**src/sv/tlsa_pkg.sv**
```systemverilog
// Package for the timed lowest-slot allocator.
// Holds the fixed field widths and beat layouts; no dependencies.
package tlsa_pkg;

	// Widths of the request and result fields as they travel on the streams.
	localparam int unsigned TIME_FIELD_W = 32;
	localparam int unsigned SLOT_FIELD_W = 5;

	// Stream payload widths, padded to whole bytes.
	localparam int unsigned S_TDATA_W = 2 * TIME_FIELD_W;
	localparam int unsigned M_TDATA_W = ((SLOT_FIELD_W + 7) / 8) * 8;

	// Bit positions of the request fields in the slave-side tdata.
	localparam int unsigned ARRIVAL_LSB = 0;
	localparam int unsigned LEAVE_LSB   = TIME_FIELD_W;

	typedef logic [TIME_FIELD_W-1:0] time_field_t;
	typedef logic [SLOT_FIELD_W-1:0] slot_field_t;

endpackage

```
**src/sv/tlsa_slot_bank.sv**
```systemverilog
// Slot bank of the timed lowest-slot allocator: busy flags, stored leave
// times and the per-slot release compares. Uses no package items.
module tlsa_slot_bank #(
	parameter int unsigned NUM_SLOTS = 32,
	parameter int unsigned TIME_BITS = 32,
	parameter int unsigned IDX_W     = $clog2(NUM_SLOTS)
) (
	input  logic                 clk,
	input  logic                 arst_n,
	input  logic [TIME_BITS-1:0] now,
	input  logic                 update,
	input  logic                 alloc_en,
	input  logic [IDX_W-1:0]     alloc_idx,
	input  logic [TIME_BITS-1:0] alloc_leave,
	output logic [NUM_SLOTS-1:0] free_vec
);

	logic [NUM_SLOTS-1:0] busy_q;
	logic [TIME_BITS-1:0] leave_q [NUM_SLOTS];
	logic [NUM_SLOTS-1:0] busy_kept;
	logic [NUM_SLOTS-1:0] alloc_onehot;

	// A slot stays busy only while its leave time lies after the current arrival.
	always_comb begin
		for (int i = 0; i < NUM_SLOTS; i++) begin
			busy_kept[i]    = busy_q[i] && (leave_q[i] > now);
			alloc_onehot[i] = alloc_en && (alloc_idx == IDX_W'(i));
		end
	end

	assign free_vec = ~busy_kept;

	always_ff @(posedge clk or negedge arst_n) begin
		if (!arst_n) begin
			busy_q <= '0;
		end else if (update) begin
			busy_q <= busy_kept | alloc_onehot;
		end
	end

	// Leave times need no reset: an entry is only compared while its slot is busy.
	always_ff @(posedge clk) begin
		if (update && alloc_en) begin
			leave_q[alloc_idx] <= alloc_leave;
		end
	end

endmodule

```
**src/sv/tlsa_lowest_free.sv**
```systemverilog
// Priority encoder of the timed lowest-slot allocator: finds the
// lowest-numbered free slot. Uses no package items.
module tlsa_lowest_free #(
	parameter int unsigned NUM_SLOTS = 32,
	parameter int unsigned IDX_W     = $clog2(NUM_SLOTS)
) (
	input  logic [NUM_SLOTS-1:0] free_vec,
	output logic                 found,
	output logic [IDX_W-1:0]     idx
);

	// Scanning downwards lets the lowest free slot write last.
	always_comb begin
		found = 1'b0;
		idx   = '0;
		for (int i = NUM_SLOTS - 1; i >= 0; i--) begin
			if (free_vec[i]) begin
				found = 1'b1;
				idx   = IDX_W'(i);
			end
		end
	end

endmodule

```
**src/sv/timed_lowest_slot_allocator.sv**
```systemverilog
// Top level of the timed lowest-slot allocator.
// Depends on tlsa_pkg, tlsa_slot_bank and tlsa_lowest_free.
//
//  channel  | direction | tdata (low bit up)            | tuser     | tlast
//  s_axis   | in        | arrival_time, leave_time      | -         | -
//  m_axis   | out       | slot_index, zero pad to 8 bits | full_flag | -
//
// A request is registered on its beat and resolved from the input register:
// the release compares on every slot and the lowest-free encoder run between
// the input register and the result register, so one request is taken each
// cycle unless a held result stalls the pipe, and each result is registered.
// Reset clears the busy flags and both stage valids; stored leave times are
// not reset. A stalled result holds the request register, and s_axis_tready
// falls only while both registers are full and m_axis_tready is low.
module timed_lowest_slot_allocator #(
	parameter int unsigned NUM_SLOTS = 32,
	parameter int unsigned TIME_BITS = 32
) (
	input  logic                           clk,
	input  logic                           arst_n,
	input  logic                           s_axis_tvalid,
	output logic                           s_axis_tready,
	input  logic [tlsa_pkg::S_TDATA_W-1:0] s_axis_tdata,  // arrival_time, leave_time
	output logic                           m_axis_tvalid,
	input  logic                           m_axis_tready,
	output logic [tlsa_pkg::M_TDATA_W-1:0] m_axis_tdata,  // slot_index, zero pad
	output logic                           m_axis_tuser   // full_flag
);

	localparam int unsigned IDX_W = $clog2(NUM_SLOTS);

	logic                     req_valid_s1;
	tlsa_pkg::time_field_t    arrival_s1;
	tlsa_pkg::time_field_t    leave_s1;

	logic                     res_valid_s2;
	tlsa_pkg::slot_field_t    slot_s2;
	logic                     full_s2;

	logic                     out_free;
	logic                     fire;
	logic                     in_beat;
	logic [TIME_BITS-1:0]     now;
	logic [TIME_BITS-1:0]     leave;
	logic [NUM_SLOTS-1:0]     free_vec;
	logic                     found;
	logic [IDX_W-1:0]         idx;

	assign out_free      = !res_valid_s2 || m_axis_tready;
	assign fire          = req_valid_s1 && out_free;
	assign s_axis_tready = !req_valid_s1 || out_free;
	assign in_beat       = s_axis_tvalid && s_axis_tready;

	assign now   = TIME_BITS'(arrival_s1);
	assign leave = TIME_BITS'(leave_s1);

	always_ff @(posedge clk or negedge arst_n) begin
		if (!arst_n) begin
			req_valid_s1 <= 1'b0;
		end else if (s_axis_tready) begin
			req_valid_s1 <= s_axis_tvalid;
		end
	end

	always_ff @(posedge clk) begin
		if (in_beat) begin
			arrival_s1 <= s_axis_tdata[tlsa_pkg::ARRIVAL_LSB +: tlsa_pkg::TIME_FIELD_W];
			leave_s1   <= s_axis_tdata[tlsa_pkg::LEAVE_LSB +: tlsa_pkg::TIME_FIELD_W];
		end
	end

	tlsa_slot_bank #(
		.NUM_SLOTS (NUM_SLOTS),
		.TIME_BITS (TIME_BITS),
		.IDX_W     (IDX_W)
	) u_bank (
		.clk         (clk),
		.arst_n      (arst_n),
		.now         (now),
		.update      (fire),
		.alloc_en    (found),
		.alloc_idx   (idx),
		.alloc_leave (leave),
		.free_vec    (free_vec)
	);

	tlsa_lowest_free #(
		.NUM_SLOTS (NUM_SLOTS),
		.IDX_W     (IDX_W)
	) u_enc (
		.free_vec (free_vec),
		.found    (found),
		.idx      (idx)
	);

	always_ff @(posedge clk or negedge arst_n) begin
		if (!arst_n) begin
			res_valid_s2 <= 1'b0;
		end else if (out_free) begin
			res_valid_s2 <= req_valid_s1;
		end
	end

	// Slot numbers wider than the result field keep only their low bits.
	always_ff @(posedge clk) begin
		if (fire) begin
			slot_s2 <= found ? tlsa_pkg::SLOT_FIELD_W'(idx) : '0;
			full_s2 <= !found;
		end
	end

	assign m_axis_tvalid = res_valid_s2;
	assign m_axis_tdata  = tlsa_pkg::M_TDATA_W'(slot_s2);
	assign m_axis_tuser  = full_s2;

endmodule

```
**config.mk**
```make
export PLATFORM = sky130hd
export DESIGN_NAME = timed_lowest_slot_allocator
export DESIGN_NICKNAME = d
export VERILOG_FILES = /design/src/sv/tlsa_pkg.sv /design/src/sv/tlsa_slot_bank.sv /design/src/sv/tlsa_lowest_free.sv /design/src/sv/timed_lowest_slot_allocator.sv
export SDC_FILE = /design/constraint.sdc
export NUM_CORES = 2
export LEC_CHECK = 0
export ABC_AREA = 1
export BUFFER_PORTS_ARGS = -buffer_cell sky130_fd_sc_hd__buf_2
export CAP_MARGIN = 20
export CORE_ASPECT_RATIO = 1.75
export CORE_UTILIZATION = 49
export DETAILED_ROUTE_END_ITERATION = 6
export PLACE_DENSITY = 0.73
export SLEW_MARGIN = 20
export SYNTH_ARGS = -nofsm -noshare
export SYNTH_HDL_FRONTEND = slang
export SYNTH_HIERARCHICAL = 1
export SYNTH_SLANG_ARGS = --single-unit
```
**constraint.sdc**
```tcl
create_clock -name clk -period 7.9 [get_ports clk]
set_clock_uncertainty 0.15 [all_clocks]
set_input_delay 1.185 -clock clk [delete_from_list [all_inputs] [get_ports clk]]
set_output_delay 1.185 -clock clk [all_outputs]
set_load 0.05 [all_outputs]
```
==> impl_results.md <==
- Buffers & Inverters on Critical Path: 4
- Initial drt markers: approximately 3100
- Worst rel slew slack: 14.6%
- Final Critical Period: 6.59 ns
- Finished Layout Cells: approximately 7000
- Unrepaired setup endpoints after global routing: false
- Critical path's top delay family: simple AND/OR/NAND/NOR gates
- DRT Wirelength: 176000 µm
- Final Hold Viols: 0
- Share of the synthesized area in the top cell type: 55.6%
- Setup CP Type: flop to flop
- Global-route wire length before repair: between 200000 and 300000 µm
- Vias per cell: 5.74
- Largest cells by area after synthesis: edfxtp_1 (56%), ha_1 (22%), nand2_1 (8.2%)
- Worst Setup End Kind: flop
- Worst slew pin tran: roughly 1.3 ns
- P_leak: 28.2 nW
- Critical Path AT: 7.04 ns
- Clock tree buffer depth: 3
- Most common cell in the synthesized netlist: nand2_1
- FFs w/ async S/R, synth: 3.01%
- Clk slew on worst S/H paths: ~0.07 ns
- Largest area contributor in the netlist: edfxtp_1
- Setup TNS: 0 ns
- Final nets: 6492
- Clock latency on the worst-skew pair: 0.72 ns
- Vias: 40300
- Min-Delay Path Class: flop to flop
- GR Overflow Total: 0
- CP Data Required Time: approximately 8.4 ns
- Initial antenna violation count: 1
- Layout area overhead: 11.4%
- Final GP Congestion: slightly above 1
- Synth top cells by count: nand2_1 (1289), edfxtp_1 (1094), ha_1 (1024)
- Row count: 168
- Share of post-route cells with drive strength above 1: 6.91%
- Max-cap violations: 0
- Die Wd: 264 µm
- GRT Total Usage: 29.0%
- Post-CTS setup buffer count: 0
- Fillers: between 9000 and 10000
- Die H: 461 µm
- Crit path max fanout: 25
- Crit-path cells: inv_1 > buf_4 > ha_1 > a21oi_1 > o21ai_0 > a21oi_1 > nand2_1 > nand2_1 > nand2_1 > nand2_1 > nor4_1 > inv_1 > nor2_1 > nand3_1 > nand2_2 > nor2_2 > inv_2 > nor2_4 > nor2_1 > nand2_1
- Input/output buffers: 75
- Number of detailed-route iterations in the first pass: 6
- Yosys warning count: 6
- CTS Root Cell: clkbuf_16
- Fmax: 0.152 GHz
- Mapped Area: 59100 µm²
- Die area: 122000 µm²
- DP HPWL: 118000 µm
- Worst stage delay on the critical path: 0.99 ns
- Largest net degree at the start of global routing: 40
- #FFs+latches synth: 1128
- Final Cycle Share: 83.4%
- Mapped Cells: 5112
- Slowest-stage cell, CP: a21oi_1
- # hold bufs at CTS: 0
- Max Slew Vio Count: 0
- VDD IR-drop max: around 0.19 mV
- Final setup fails: 0
- Synth unique cells: 30
- EDFF count, synth: 1094
- Number of remaining DRC errors: 0
- Power Dens Cells: 203 nW/µm²
- Core footprint: 120000 µm²
- Power Total: 13.4 mW
- Clock Sink Count: around 1100
- Wire length per cell: 25.1 µm
- Seq/Total Area, Yosys: a little under three fifths
- # resized after CTS: 0
- I/O Pins: just under 80
- Most used cell along the critical path: nand2_1
- Detail Route Antenna Nets: 0
- Nature of the critical path startpoint: flop
- Synth Flop Type: edfxtp_1
- Htree depth: 3
- Initial Utilization: 49.4%
- Syn Area/Cell: 11.6 µm²
- TritonCTS clock tree: yes
- Number of global-route vias before repair: 40300
- CTS Buf Count: 101
- Dpl cells: 6823
- Status: finished, final reports clean
-- cells in the final DEF (no fill, tap or decap), types with 34 or more instances in the layout --
cell	count
buf_2	75
o21ai_0	64
buf_4	105
nand2_1	1289
dfrtp_1	34
nand3_1	75
ha_1	1024
a21o_1	43
nand4_1	64
clkbuf_16	103
inv_1	413
nor2_1	459
o21a_1	34
a21oi_1	452
edfxtp_1	1094
-- report_power, final --
part | switching, mW | internal, mW
registers | 0.0393 | 6.73
logic | 1.11 | 0.454
clock network | 2.21 | 2.85
-- worst min-delay path, delay by kind of cell, from the launching register on --
| family | cells | cell delay (ns) |
|---|---|---|
| and+or+nand+nor | 1 | 0.07 |
| DFF | 1 | 0.36 |
| buffers and inverters | 1 | 0.08 |
-- kinds of logic (layout without fill, tap and decap cells) --
family / after synthesis / after routing / synth area share, %
simple gates: 1928 / 1928 / 13.0
flops: 1128 / 1128 / 57.1
fa+ha+maj: 1024 / 1024 / 21.7
compound gates: 602 / 602 / 5.45
buf+inv: 429 / 799 / 2.81
other cells: 1 / 4 / 0.00635
-- per-stage QoR --
stage	setup WS (ns)	instance area, µm²	hold WS, ns	util (%)
after floorplan	2.29	59100	0.317	-
after global placement	1.60	62300	0.362	52.1
after detailed placement	1.57	62400	0.379	52.1
after CTS	1.52	65700	0.394	54.9
after global routing	1.19	65800	0.427	55.0
final	1.31	65800	0.387	55.0
-- final cells by class --
type / count / area (µm²) / share of cell area (%)
Timing Repair Buffer: 192 / 1430 / 2.18
Inverter: 420 / 1580 / 2.40
Clock buffer: 140 / 2780 / 4.22
Clock inverter: 47 / 546 / 0.829
Multi-Input combinational cell: 3557 / 23800 / 36.2
Antenna cell: 1 / 2.50 / 0.00380
Tap cell: 1530 / 1910 / 2.91
Sequential cell: 1128 / 33700 / 51.2
-- metal layers --
layer	global-route usage (%)	wire length, µm	up-vias
li1	-	-	18600
met1	29.3	59100	19600
met2	51.0	87400	1460
met3	4.18	9750	540
met4	28.2	19700	0
met5	0	0	-
-- state kept, by name, summed over array words and instances, names as in the netlist --
register	cells
leave	32
arrival_s1	32
req_valid_s1	1
u_bank/busy_q	32
m_axis_tuser	1
u_bank/leave_q	1024
slot_s2	5
m_axis_tvalid	1
-- final timing paths --
check                                         startpoint                            end  slack, ns  cells past startpoint
worst min-delay path            req_valid_s1$_DFFE_PN0P_      m_axis_tvalid$_DFFE_PN0P_       0.39                      2
worst max register to register  arrival_s1[15]$_DFFE_PP_  u_bank/busy_q[15]$_DFFE_PN0P_       1.31                     20
max in group asynchronous                         arst_n  u_bank/busy_q[15]$_DFFE_PN0P_       6.52                      2
worst min register to register  req_valid_s1$_DFFE_PN0P_      m_axis_tvalid$_DFFE_PN0P_       0.39                      2
min in group asynchronous                         arst_n  u_bank/busy_q[17]$_DFFE_PN0P_       0.47                      2
worst max-delay path            arrival_s1[15]$_DFFE_PP_  u_bank/busy_q[15]$_DFFE_PN0P_       1.31                     20
(Power assumes the default switching activity.)
